## src/sv/bibr_pkg.sv

```systemverilog
// ---------------------------------------------------------------------------
// bibr_pkg
// shared types and constants of the brownian increment bridge refine unit
// ---------------------------------------------------------------------------
package bibr_pkg;

  localparam int unsigned DimDefault = 2;
  localparam logic [15:0] EpsReset  = 16'd1;
  localparam int unsigned QueueDepth = 2;

  // classified item handed from front to back
  typedef struct packed {
    logic [31:0] step_h;
    logic        bisect;
    logic [15:0] sample_z;
  } item_t;

endpackage

```

## src/sv/bibr_front.sv

```systemverilog
// ---------------------------------------------------------------------------
// bibr_front
// input stage: accepts items into a short queue toward the back end
// ---------------------------------------------------------------------------
module bibr_front
  import bibr_pkg::*;
(
  input  logic  clk_i,
  input  logic  rst_ni,
  input  logic  in_valid_i,
  output logic  in_ready_o,
  input  item_t in_item_i,
  output logic  q_valid_o,
  input  logic  q_pop_i,
  output item_t q_item_o
);

  localparam int unsigned PtrW = $clog2(QueueDepth);

  item_t            mem_q [QueueDepth];
  logic [PtrW-1:0]  wr_q, rd_q;
  logic [PtrW:0]    cnt_q;
  logic             push, pop;

  assign in_ready_o = (cnt_q != (PtrW+1)'(QueueDepth));
  assign q_valid_o  = (cnt_q != '0);
  assign push       = in_valid_i && in_ready_o;
  assign pop        = q_pop_i && q_valid_o;
  assign q_item_o   = mem_q[rd_q];

  always_ff @(posedge clk_i) begin
    if (push) mem_q[wr_q] <= in_item_i;
  end

  always_ff @(posedge clk_i or negedge rst_ni) begin
    if (!rst_ni) begin
      wr_q  <= '0;
      rd_q  <= '0;
      cnt_q <= '0;
    end else begin
      if (push) wr_q <= wr_q + 1'b1;
      if (pop)  rd_q <= rd_q + 1'b1;
      cnt_q <= cnt_q + (PtrW+1)'(push) - (PtrW+1)'(pop);
    end
  end

endmodule

```

## src/sv/bibr_sqrt.sv

```systemverilog
// ---------------------------------------------------------------------------
// bibr_sqrt
// iterative integer square root of a 50-bit radicand, one result bit a cycle
// ---------------------------------------------------------------------------
module bibr_sqrt (
  input  logic        clk_i,
  input  logic        rst_ni,
  input  logic        start_i,
  input  logic [49:0] rad_i,
  output logic        done_o,
  output logic [24:0] root_o
);

  logic [49:0] rem_q, rem_d;
  logic [24:0] root_q, root_d;
  logic [49:0] rad_q, rad_d;
  logic [4:0]  cnt_q, cnt_d;
  logic        busy_q, busy_d, done_q, done_d;
  logic [51:0] trial, shifted;

  assign done_o = done_q;
  assign root_o = root_q;

  always_comb begin
    rem_d   = rem_q;
    root_d  = root_q;
    rad_d   = rad_q;
    cnt_d   = cnt_q;
    busy_d  = busy_q;
    done_d  = 1'b0;
    shifted = {rem_q, rad_q[49:48]};
    trial   = {25'd0, root_q, 2'b01};
    if (start_i) begin
      rem_d  = '0;
      root_d = '0;
      rad_d  = rad_i;
      cnt_d  = '0;
      busy_d = 1'b1;
    end else if (busy_q) begin
      rad_d = {rad_q[47:0], 2'b00};
      if (shifted >= trial) begin
        rem_d  = 50'(shifted - trial);
        root_d = {root_q[23:0], 1'b1};
      end else begin
        rem_d  = 50'(shifted);
        root_d = {root_q[23:0], 1'b0};
      end
      cnt_d = cnt_q + 5'd1;
      if (cnt_q == 5'd24) begin
        busy_d = 1'b0;
        done_d = 1'b1;
      end
    end
  end

  always_ff @(posedge clk_i) begin
    rem_q  <= rem_d;
    root_q <= root_d;
    rad_q  <= rad_d;
  end

  always_ff @(posedge clk_i or negedge rst_ni) begin
    if (!rst_ni) begin
      cnt_q  <= '0;
      busy_q <= 1'b0;
      done_q <= 1'b0;
    end else begin
      cnt_q  <= cnt_d;
      busy_q <= busy_d;
      done_q <= done_d;
    end
  end

endmodule

```

## src/sv/bibr_back.sv

```systemverilog
// ---------------------------------------------------------------------------
// bibr_back
// back end: square root, scaled sample, bridge state and result register
// ---------------------------------------------------------------------------
module bibr_back
  import bibr_pkg::*;
#(
  parameter int unsigned Dim = DimDefault
) (
  input  logic        clk_i,
  input  logic        rst_ni,
  input  logic [15:0] eps_i,
  input  logic        q_valid_i,
  output logic        q_pop_o,
  input  item_t       q_item_i,
  output logic        out_valid_o,
  input  logic        out_ready_i,
  output logic [31:0] out_inc_o,
  output logic        out_last_o,
  output logic        out_terr_o,
  output logic [31:0] out_time_o
);

  localparam int unsigned Elems = Dim * Dim;
  localparam int unsigned KW    = (Elems > 1) ? $clog2(Elems) : 1;

  typedef enum logic [3:0] {
    StIdle = 4'b0001,
    StRoot = 4'b0010,
    StMul  = 4'b0100,
    StOut  = 4'b1000
  } state_e;

  state_e state_q, state_d;

  logic [31:0] last_inc_q [Elems];
  logic [31:0] rem_q      [Elems];
  logic [Elems-1:0] vld_q;
  logic [31:0] path_q, bend_q;
  logic        refined_q;
  logic [KW-1:0] k_q;

  item_t       it_q;
  logic        terr_q;
  logic [49:0] rad;
  logic        sq_start, sq_done;
  logic [24:0] root;
  logic signed [41:0] prod_q;
  logic signed [31:0] old_rd_q, rem_rd_q;

  logic [31:0] inc_q, time_q;
  logic        last_q, terr_out_q;

  logic [KW-1:0] k_sel;
  logic          last_el;
  logic signed [33:0] gap;
  logic signed [31:0] old_v, rem_v;

  assign k_sel   = k_q;
  assign last_el = (k_q == KW'(Elems - 1));
  assign old_v   = vld_q[k_sel] ? old_rd_q : 32'sd0;
  assign rem_v   = vld_q[k_sel] ? rem_rd_q : 32'sd0;
  assign gap     = $signed({2'b00, path_q}) + $signed({2'b00, q_item_i.step_h})
                 - $signed({2'b00, bend_q}) + $signed({18'd0, eps_i});

  always_comb begin
    rad = {2'b00, q_item_i.step_h, 16'd0};
    if (q_item_i.bisect) rad = {3'b000, q_item_i.step_h, 15'd0};
    else if (refined_q) rad = gap[33] ? 50'd0 : {gap[33:0], 16'd0};
  end

  assign q_pop_o  = (state_q == StIdle) && q_valid_i;
  assign sq_start = q_pop_o;

  bibr_sqrt u_sqrt (
    .clk_i  (clk_i),
    .rst_ni (rst_ni),
    .start_i(sq_start),
    .rad_i  (rad),
    .done_o (sq_done),
    .root_o (root)
  );

  // rounded scaled sample, exact sums and saturation
  logic signed [41:0] scaled;
  logic signed [35:0] sum, rsum;
  logic signed [31:0] inc_new, rem_new;
  logic [32:0]        t_up;

  function automatic logic signed [31:0] sat32(input logic signed [35:0] v);
    if (v > 36'sh07FFFFFFF)       return 32'sh7FFFFFFF;
    else if (v < -36'sh080000000) return 32'sh80000000;
    else                          return v[31:0];
  endfunction

  always_comb begin
    scaled  = (prod_q + 42'sd2048) >>> 12;
    if (it_q.bisect)
      sum = 36'(old_v >>> 1) + 36'(scaled);
    else if (refined_q)
      sum = 36'(rem_v) + 36'(scaled);
    else
      sum = 36'(scaled);
    inc_new = sat32(sum);
    rsum = 36'(old_v) - 36'(inc_new);
    if (refined_q) rsum = rsum + 36'(rem_v);
    rem_new = sat32(rsum);
    t_up = {1'b0, path_q} + {1'b0, it_q.step_h};
  end

  assign out_valid_o = (state_q == StOut);
  assign out_inc_o   = inc_q;
  assign out_last_o  = last_q;
  assign out_terr_o  = terr_out_q;
  assign out_time_o  = time_q;

  always_comb begin
    state_d = state_q;
    case (state_q)
      StIdle: if (q_valid_i) state_d = StRoot;
      StRoot: if (sq_done)   state_d = StMul;
      StMul:                 state_d = StOut;
      StOut:  if (out_ready_i) state_d = StIdle;
      default:               state_d = StIdle;
    endcase
  end

  always_ff @(posedge clk_i) begin
    if (q_pop_o) begin
      it_q   <= q_item_i;
      terr_q <= !q_item_i.bisect && refined_q && gap[33];
    end
    // element index is stable while the root runs
    if (state_q == StRoot) begin
      old_rd_q <= last_inc_q[k_sel];
      rem_rd_q <= rem_q[k_sel];
    end
    if (state_q == StRoot && sq_done)
      prod_q <= $signed({17'd0, root}) * $signed(it_q.sample_z);
    if (state_q == StMul) begin
      last_inc_q[k_sel] <= inc_new;
      if (it_q.bisect) rem_q[k_sel] <= rem_new;
      else if (!vld_q[k_sel]) rem_q[k_sel] <= '0;
      inc_q      <= inc_new;
      last_q     <= last_el;
      terr_out_q <= terr_q;
      time_q     <= path_q;
      if (last_el) begin
        if (it_q.bisect)
          time_q <= (path_q >= it_q.step_h) ? path_q - it_q.step_h : 32'd0;
        else
          time_q <= t_up[32] ? 32'hFFFFFFFF : t_up[31:0];
      end
    end
  end

  always_ff @(posedge clk_i or negedge rst_ni) begin
    if (!rst_ni) begin
      state_q   <= StIdle;
      vld_q     <= '0;
      path_q    <= '0;
      bend_q    <= '0;
      refined_q <= 1'b0;
      k_q       <= '0;
    end else begin
      state_q <= state_d;
      if (state_q == StMul) begin
        vld_q[k_sel] <= 1'b1;
        k_q <= last_el ? '0 : k_q + 1'b1;
        if (last_el) begin
          if (it_q.bisect) begin
            if (!refined_q) begin
              bend_q    <= path_q;
              refined_q <= 1'b1;
            end
            path_q <= (path_q >= it_q.step_h) ? path_q - it_q.step_h : 32'd0;
          end else begin
            refined_q <= 1'b0;
            path_q    <= t_up[32] ? 32'hFFFFFFFF : t_up[31:0];
          end
        end
      end
    end
  end

endmodule

```

## src/sv/brownian_increment_bridge_refine_unit.sv

```systemverilog
// ---------------------------------------------------------------------------
// brownian_increment_bridge_refine_unit
// brownian increments with bridge refinement for a Dim x Dim matrix
// ---------------------------------------------------------------------------
// s_axis carries one normal sample per item, row-major over the matrix,
// with its time step and half-step flag. m_axis returns one increment per
// item, with last-of-matrix, the time error flag and the path time.
// time_epsilon_we_i writes the refined-gap slack; write only when idle.
// A two-entry queue takes items while the back end works. The back end
// runs one item at a time: it issues the item, runs the bit-serial square
// root and registers the product, then scales, sums and writes back, then
// holds the result for the handshake. It pops no new item from the queue
// until the result has been taken.
// Reset clears path time, refinement and counters; stored increments and
// remainders read as zero until written. While m_axis_tready_i is low the
// result holds and the queue fills, then s_axis_tready_o drops.
// ---------------------------------------------------------------------------
module brownian_increment_bridge_refine_unit
  import bibr_pkg::*;
#(
  parameter int unsigned Dim = DimDefault
) (
  input  logic        clk_i,
  input  logic        rst_ni,
  input  logic        time_epsilon_we_i,
  input  logic [15:0] time_epsilon_i,
  input  logic        s_axis_tvalid_i,
  output logic        s_axis_tready_o,
  input  logic [47:0] s_axis_tdata_i,  // step_h[31:0], sample_z[47:32]
  input  logic        s_axis_tuser_i,  // bisect
  output logic        m_axis_tvalid_o,
  input  logic        m_axis_tready_i,
  output logic [63:0] m_axis_tdata_o,  // increment_value[31:0], time_now[63:32]
  output logic        m_axis_tlast_o,  // last_of_matrix
  output logic        m_axis_tuser_o   // time_error
);

  logic [15:0] eps_q;
  item_t in_item, q_item;
  logic  q_valid, q_pop;
  logic [31:0] inc, tnow;

  always_ff @(posedge clk_i or negedge rst_ni) begin
    if (!rst_ni) eps_q <= EpsReset;
    else if (time_epsilon_we_i) eps_q <= time_epsilon_i;
  end

  assign in_item.step_h    = s_axis_tdata_i[31:0];
  assign in_item.sample_z  = s_axis_tdata_i[47:32];
  assign in_item.bisect    = s_axis_tuser_i;

  bibr_front u_front (
    .clk_i     (clk_i),
    .rst_ni    (rst_ni),
    .in_valid_i(s_axis_tvalid_i),
    .in_ready_o(s_axis_tready_o),
    .in_item_i (in_item),
    .q_valid_o (q_valid),
    .q_pop_i   (q_pop),
    .q_item_o  (q_item)
  );

  bibr_back #(.Dim(Dim)) u_back (
    .clk_i      (clk_i),
    .rst_ni     (rst_ni),
    .eps_i      (eps_q),
    .q_valid_i  (q_valid),
    .q_pop_o    (q_pop),
    .q_item_i   (q_item),
    .out_valid_o(m_axis_tvalid_o),
    .out_ready_i(m_axis_tready_i),
    .out_inc_o  (inc),
    .out_last_o (m_axis_tlast_o),
    .out_terr_o (m_axis_tuser_o),
    .out_time_o (tnow)
  );

  assign m_axis_tdata_o = {tnow, inc};

endmodule

```

## config.mk

```make
export PLATFORM = sky130hd
export DESIGN_NAME = brownian_increment_bridge_refine_unit
export DESIGN_NICKNAME = d
export VERILOG_FILES = /design/src/sv/bibr_pkg.sv /design/src/sv/bibr_front.sv /design/src/sv/bibr_sqrt.sv /design/src/sv/bibr_back.sv /design/src/sv/brownian_increment_bridge_refine_unit.sv
export SDC_FILE = /design/constraint.sdc
export NUM_CORES = 2
export LEC_CHECK = 0
export ABC_AREA = 1
export ABC_CLOCK_PERIOD_IN_PS = 9400
export BUFFER_PORTS_ARGS = -buffer_cell sky130_fd_sc_hd__buf_2
export CAP_MARGIN = 20
export CELL_PAD_IN_SITES_DETAIL_PLACEMENT = 2
export CELL_PAD_IN_SITES_GLOBAL_PLACEMENT = 2
export CORE_UTILIZATION = 40
export DETAILED_ROUTE_END_ITERATION = 12
export GPL_ROUTABILITY_DRIVEN = 0
export PLACE_DENSITY = 0.86
export SYNTH_ARGS = -nofsm -noshare
export SYNTH_HDL_FRONTEND = slang
export SYNTH_SLANG_ARGS = --single-unit
```

## constraint.sdc

```tcl
create_clock -name clk_i -period 9.4 [get_ports clk_i]
set_input_delay 1.88 -clock clk_i [delete_from_list [all_inputs] [get_ports clk_i]]
set_output_delay 1.88 -clock clk_i [all_outputs]
set_load 0.005 [all_outputs]
```

After elaboration in Yosys (flattened, before gate mapping) --
Memory sizes are Yosys's and may differ from the RTL's. A register that Yosys moved wholly into a read port is not among the register bits. Cells that the tools add are included.
Operators by class: add/sub/neg operators 17, bitwise logic cells 3, eq/ne operators 10, $mul 1, multiplexer cells 49, shifts and indexed selects 0, order comparisons 8, div/mod/pow operators 0, reductions and logical operators 13
Operator list (number):
- 32-bit two-way mux | 11
- 50-bit two-way mux | 5
- 36-bit two-way mux | 3
- 36-bit by 32-bit > comparator with 1-bit output (second input constant) | 2
- 36-bit by 32-bit less-than comparator with 1-bit output (second input constant) | 2
- 32-bit by 32-bit adder with 33-bit output | 2
- 52-bit by 27-bit greater-or-equal comparator with 1-bit output | 1
- 50-bit by 27-bit subtractor with 50-bit output | 1
- 49-bit two-way mux | 1
- 42-bit by 13-bit adder with 42-bit output (second input constant) | 1
- 26-bit by 16-bit multiplier with 42-bit output | 1
- 33-bit by 32-bit adder with 34-bit output | 1
- 34-bit by 17-bit adder with 34-bit output | 1
- 34-bit by 33-bit subtractor with 34-bit output | 1
- 32-bit by 30-bit adder with 33-bit output | 1
- 32-bit by 32-bit subtractor with 33-bit output | 1
- 31-bit by 30-bit adder with 32-bit output | 1
- 32-bit greater-or-equal comparator | 1
- 32-bit subtractor | 1
- 1-bit two-way mux | 20
- 4-bit case mux with 4 select lines | 1
- 4-bit two-way mux | 3
- 5-bit two-way mux | 2
- 1-bit logical AND | 7
- 26 further kinds | 30
Storage, ports and cells: bits in latches 0, bits in registers 385, memories kept 3, bits in writable memories 354, bits in read-only memories 0
Memories:
- u_back.last_inc_q | words 4, width 32, rd ports 1, clocked after Yosys merged registers in 1, write ports 1, RTL line bibr_back.sv:36 | logic [31:0] last_inc_q [Elems];
- u_back.rem_q | words 4, width 32, rd ports 1, clocked after Yosys merged registers in 1, write ports 1, RTL line bibr_back.sv:37 | logic [31:0] rem_q [Elems];
- u_front.mem_q | words 2, width 49, rd ports 1, clocked after Yosys merged registers in 0, write ports 1, RTL line bibr_front.sv:20 | item_t mem_q [QueueDepth];

Depth between registers and ports, before layout --
depth in word-level cells 16, mapped depth 59

Cells and area by module --
A second synthesis with hierarchy kept.
Second synthesis, totals: cells, all modules 7944, area, all modules 63490.9 um^2
Modules (own cells, without submodules):
- bibr_back | area each 50587.3 um^2, seq. area each 15901.5 um^2, times used 1, cells each 6273
- bibr_sqrt | area each 8434.3 um^2, seq. area each 3178.0 um^2, times used 1, cells each 1315
- bibr_front | area each 3823.7 um^2, seq. area each 3042.9 um^2, times used 1, cells each 288
- brownian_increment_bridge_refine_unit | area each 645.6 um^2, seq. area each 401.6 um^2, times used 1, cells each 68

Worst setup path before layout --
OpenSTA, ideal clock, no wires.
path kind reg2reg, start point register u_back.state_q[3], end point register u_back.prod_q[11], enable pin, cell stages (with the launch flop) 6, path slack 1089 ps, buffers on the path 0, data required time 8942 ps, period minus slack after synthesis 8311 ps, arrival time 7853 ps, cells stage by stage dfrtp_1 -> nor2_1 -> inv_1 -> nor3_1 -> inv_1 -> nor3_1
On the way: word-level cells in the longest chain between the ends 2
Ends and longest elaborated chain:
- from (decl) | RTL line bibr_back.sv:34 | state_e state_q, state_d;
- from (signal assigned) | RTL line bibr_back.sv:159 | state_q <= StIdle;
- from (signal assigned) | RTL line bibr_back.sv:166 | state_q <= state_d;
- 4-bit by 2-bit == test with 1-bit output | RTL line bibr_back.sv:138 | if (state_q == StRoot && sq_done)
- 1-bit logical AND | RTL line bibr_back.sv:138
- to (signal assigned) | RTL line bibr_back.sv:139 | prod_q <= $signed({17'd0, root}) * $signed(it_q.sample_z);
- to (decl) | RTL line bibr_back.sv:48 | logic signed [41:0] prod_q;
No other way between the ends. A chain may end at the register's enable or synchronous reset.

Worst setup path in the final report --
start point register u_back.prod_q[11], end point memory u_back.rem_q[1][1], data pin
On the way: word-level cells in the longest chain between the ends 14, elaborated cells between the ends (all ways) 17, those cells by class add/sub: 5; order compare: 4; mux: 8
Ends and longest elaborated chain:
- 42-bit by 13-bit adder with 42-bit output * | RTL line bibr_back.sv:97 | scaled = (prod_q + 42'sd2048) >>> 12;
- 32-bit by 30-bit adder with 33-bit output | RTL line bibr_back.sv:101 | sum = 36'(rem_v) + 36'(scaled);
- 36-bit two-way mux | RTL line bibr_back.sv:100 | else if (refined_q)
- 36-bit two-way mux * | RTL line bibr_back.sv:98 | if (it_q.bisect)
- 36-bit by 32-bit less-than comparator with 1-bit output | RTL line bibr_back.sv:92 | else if (v < -36'sh080000000) return 32'sh80000000;
- 32-bit two-way mux | RTL line bibr_back.sv:92
- 32-bit two-way mux * | RTL line bibr_back.sv:91 | if (v > 36'sh07FFFFFFF) return 32'sh7FFFFFFF;
- via u_back.inc_new[21] | RTL line bibr_back.sv:87 | logic signed [31:0] inc_new, rem_new;
- 32-bit by 32-bit subtractor with 33-bit output * | RTL line bibr_back.sv:105 | rsum = 36'(old_v) - 36'(inc_new);
- 33-bit by 32-bit adder with 34-bit output | RTL line bibr_back.sv:106 | if (refined_q) rsum = rsum + 36'(rem_v);
- 36-bit two-way mux * | RTL line bibr_back.sv:106
- 36-bit by 32-bit less-than comparator with 1-bit output | RTL line bibr_back.sv:92
- 32-bit two-way mux | RTL line bibr_back.sv:92
- 32-bit two-way mux * | RTL line bibr_back.sv:91
- 32-bit two-way mux (no source line) *
- to (decl) | RTL line bibr_back.sv:37
Mark *: on every way through the listed nets, which the timed path passes. The rest lies on a longest branch.

==> impl_metrics.env <==
export IMPL_synth_cell_type_count=68
export IMPL_clk_latency_ps=810
export IMPL_max_slew_margin_pct=17.44
export IMPL_cts_tree="built"
export IMPL_cts_sinks=777
export IMPL_violations="negative setup slack"
export IMPL_slowest_delay_ps=480
export IMPL_std_cell_rows=145
export IMPL_drc=0
export IMPL_track_usage_pct=36.31
export IMPL_min_path_type="reg -> reg"
export IMPL_period_minus_slack_ps=10210
export IMPL_drv_cap=0
export IMPL_grt_pass1_wl_mm=434.5
export IMPL_cp_start_kind="flop"
export IMPL_slowest_stage="edfxtp_1"
export IMPL_worstMarginPinSlew_ps=1238
export IMPL_netlist_instances=7852
export IMPL_design_core_area_mm2=0.1564
export IMPL_setup_ws_ps=-808.0
export IMPL_cts_buffers=92
export IMPL_vias_per_cell=6.176
export IMPL_synth_area_mm2=0.06307
export IMPL_status="complete, but fails checks"
export IMPL_nFillCells=17470
export IMPL_netlist_area_leader_share_pct=28.57
export IMPL_ys_warnings_count=0
export IMPL_synth_seq_cells=777
export IMPL_dp_cells=9858
export IMPL_numPortBuffers=137
export IMPL_setup_viol=128
export IMPL_die_w_um=399.1
export IMPL_rr_startpoint="u_back.prod_q[11]"
export IMPL_rr_worst_depth=48
export IMPL_grt_max_degree=77
export IMPL_synth_fp_nets=8692
export IMPL_cp_required_ps=9850
export IMPL_grt_overflow_total=0
export IMPL_die_area_mm2=0.1593
export IMPL_setup_worst_path_class="reg -> reg"
export IMPL_worstPathMaxFanout=16
export IMPL_drv_slew=0
export IMPL_ant_nets=0
export IMPL_firstDrtPassIters=5
export IMPL_synth_top_cell_by_area="edfxtp_1"
export IMPL_drt_iter0_drc=6171
export IMPL_critPathLaunch="u_back.prod_q[11]"
export IMPL_cpMostUsedCell="nand2_1"
export IMPL_nets=8777
export IMPL_cts_buffer_depth=3
export IMPL_yosys_most_used_dff="edfxtp_1"
export IMPL_grt_pass1_vias=67280
export IMPL_yosysSeqAreaShare_pct=35.00
export IMPL_dr_total_vias=62230
export IMPL_ioPinCount=138
export IMPL_arrival_ps=10660
export IMPL_synthTopCellsByArea="edfxtp_1 29%, fa_1 11%, nand2_1 11%"
export IMPL_die_h_um=399.1
export IMPL_end_kind="flop"
export IMPL_drive_gt1_share_pct=8.990
export IMPL_synth_async_reset_ratio_pct=13.13
export IMPL_initial_core_util_pct=40.33
export IMPL_min_period_over_period_pct=108.6
export IMPL_hold_viol=0
export IMPL_hold_depth=2
export IMPL_htree_levels=3
export IMPL_layout_common_cells="1788 x nand2_1, 1304 x inv_1, 644 x nor2_1"
export IMPL_skew_ps=88.99
export IMPL_final_common_cell="nand2_1"
export IMPL_syn_avg_cell_area_um2=8.033
export IMPL_clk_pin_slew_ps=70
export IMPL_drt_total_wl_mm=321.2
export IMPL_final_cells=10080
export IMPL_ctsHoldBuffers=0
export IMPL_whs_ps=479.8
export IMPL_max_freq_mhz=97.96
export IMPL_hpwl_mm=214.2
export IMPL_antenna_found_initial=10
export IMPL_hp_start="u_back.u_sqrt.root_o[23]"
export IMPL_cts_root_buffer="clkbuf_16"
export IMPL_areaGrowthSynthToFinish_pct=11.14
export IMPL_wl_per_cell_um=31.88
export IMPL_synth_edf_count=600
==> worst max-delay path: cells and delay by family, from the launching register on <==
kind | cells | cell delay (ps)
DFF | 1 | 480
and+or+nand+nor | 25 | 4180
AOI/OAI and AO/OA | 8 | 1760
adders and majority gates | 4 | 1280
buffers and inverters | 9 | 1610
xor gates and xnor gates | 2 | 560
==> cells by family after synthesis <==
group	Yosys count	synth area share (%)
mux	17	0.2995
flops	777	35.00
xor+xnor	245	3.402
compound gates	1365	12.06
simple gates	3051	20.09
fa+ha+maj	770	19.34
buf+inv	1627	9.807
==> synth_stat cells, types with 9 or more instances <==
cell and n:
nand2_1 1808, inv_1 1308, nor2_1 657, edfxtp_1 600, a21oi_1 493, o21ai_0 486
ha_1 428, fa_1 342, nand3_1 272, clkbuf_1 227, xor2_1 158, dfrtp_1 100
o22ai_1 89, nand2_2 87, xnor2_1 87, dfxtp_1 75, a31oi_1 67, nand4_1 58
nor3_1 57, o211ai_1 50, inv_2 41, o21a_1 33, a22oi_1 28, o21bai_1 24
or2_2 23, nor2_2 22, buf_1 21, nor4_1 20, a21boi_0 18, a21o_1 17
buf_2 17, mux2_2 15, o21ai_1 14, a211oi_1 12, nor2_4 12, a221oi_1 10
o221ai_1 9
==> metrics by stage <==
step | util, % | setup slack [ps] | setup TNS (ps) | area [µm²]
floorplan | - | 1089 | 0 | 63070
global placement | 42.17 | 337.4 | 0 | 65950
detailed placement | 42.20 | -638.1 | -71300 | 65990
CTS | 44.26 | 31.34 | 0 | 69220
global route | 44.81 | -989.2 | -116150 | 70080
finish | 44.82 | -808.0 | -92740 | 70100
==> registers in the layout, indices dropped and copies added, names as in the netlist, 2 cells and up <==
register / flops
u_back.rem_rd_q: 32
u_back.out_time_o: 32
u_back.old_rd_q: 32
u_front.mem_q: 98
u_back.path_q: 32
u_back.k_q: 2
u_back.u_sqrt.root_o: 25
u_back.bend_q: 32
u_back.u_sqrt.rem_q: 50
u_back.out_inc_o: 32
u_front.cnt_q: 2
u_back.prod_q: 31
u_back.u_sqrt.cnt_q: 5
u_back.state_q: 4
u_back.vld_q: 4
u_back.u_sqrt.rad_q: 35
u_back.last_inc_q: 128
u_back.rem_q: 128
eps_q: 16
u_back.it_q: 49
==> layout make-up <==
class                   count  area, µm²  area share (%)
diodes                      8      20.02         0.02856
clock buffers             118       2441           3.482
clock inverters            48      659.4          0.9406
inverters                1353       5087           7.257
multi-input cells        5449      35430           50.54
flip-flops and latches    777      22080           31.50
well taps                2058       2575           3.673
repair buffers            264       1807           2.577
==> worst paths after layout <==
kind                                                 end  slack [ps]
min in group asynchronous              u_back.path_q[11]        1180
worst min register to register  u_back.u_sqrt.root_o[24]         480
worst max register to register        u_back.rem_q[1][1]        -810
max in group asynchronous                  u_back.k_q[0]        6680
worst max-delay path                  u_back.rem_q[1][1]        -810
worst min-delay path            u_back.u_sqrt.root_o[24]         480
==> per-layer routing <==
metal	routed length [µm]	track usage, %	share of wire, %
met3	25030	5.779	7.8
met4	24540	19.90	7.6
met1	116000	41.86	36
met2	155500	64.08	48
met5	67	0	0.021
==> timing repair <==
item / CTS / global route
gates resized for setup: 24 / 99
pin swaps: 5 / 21
setup buffers: 2 / 37
cloned: 0 / 3
endpoints found under the hold margin: 0 / 0
setup endpoints to repair: 128 / 128
Power is not shown: default switching activity piles up to over one toggle a cycle in this logic, so the estimate is an artifact.
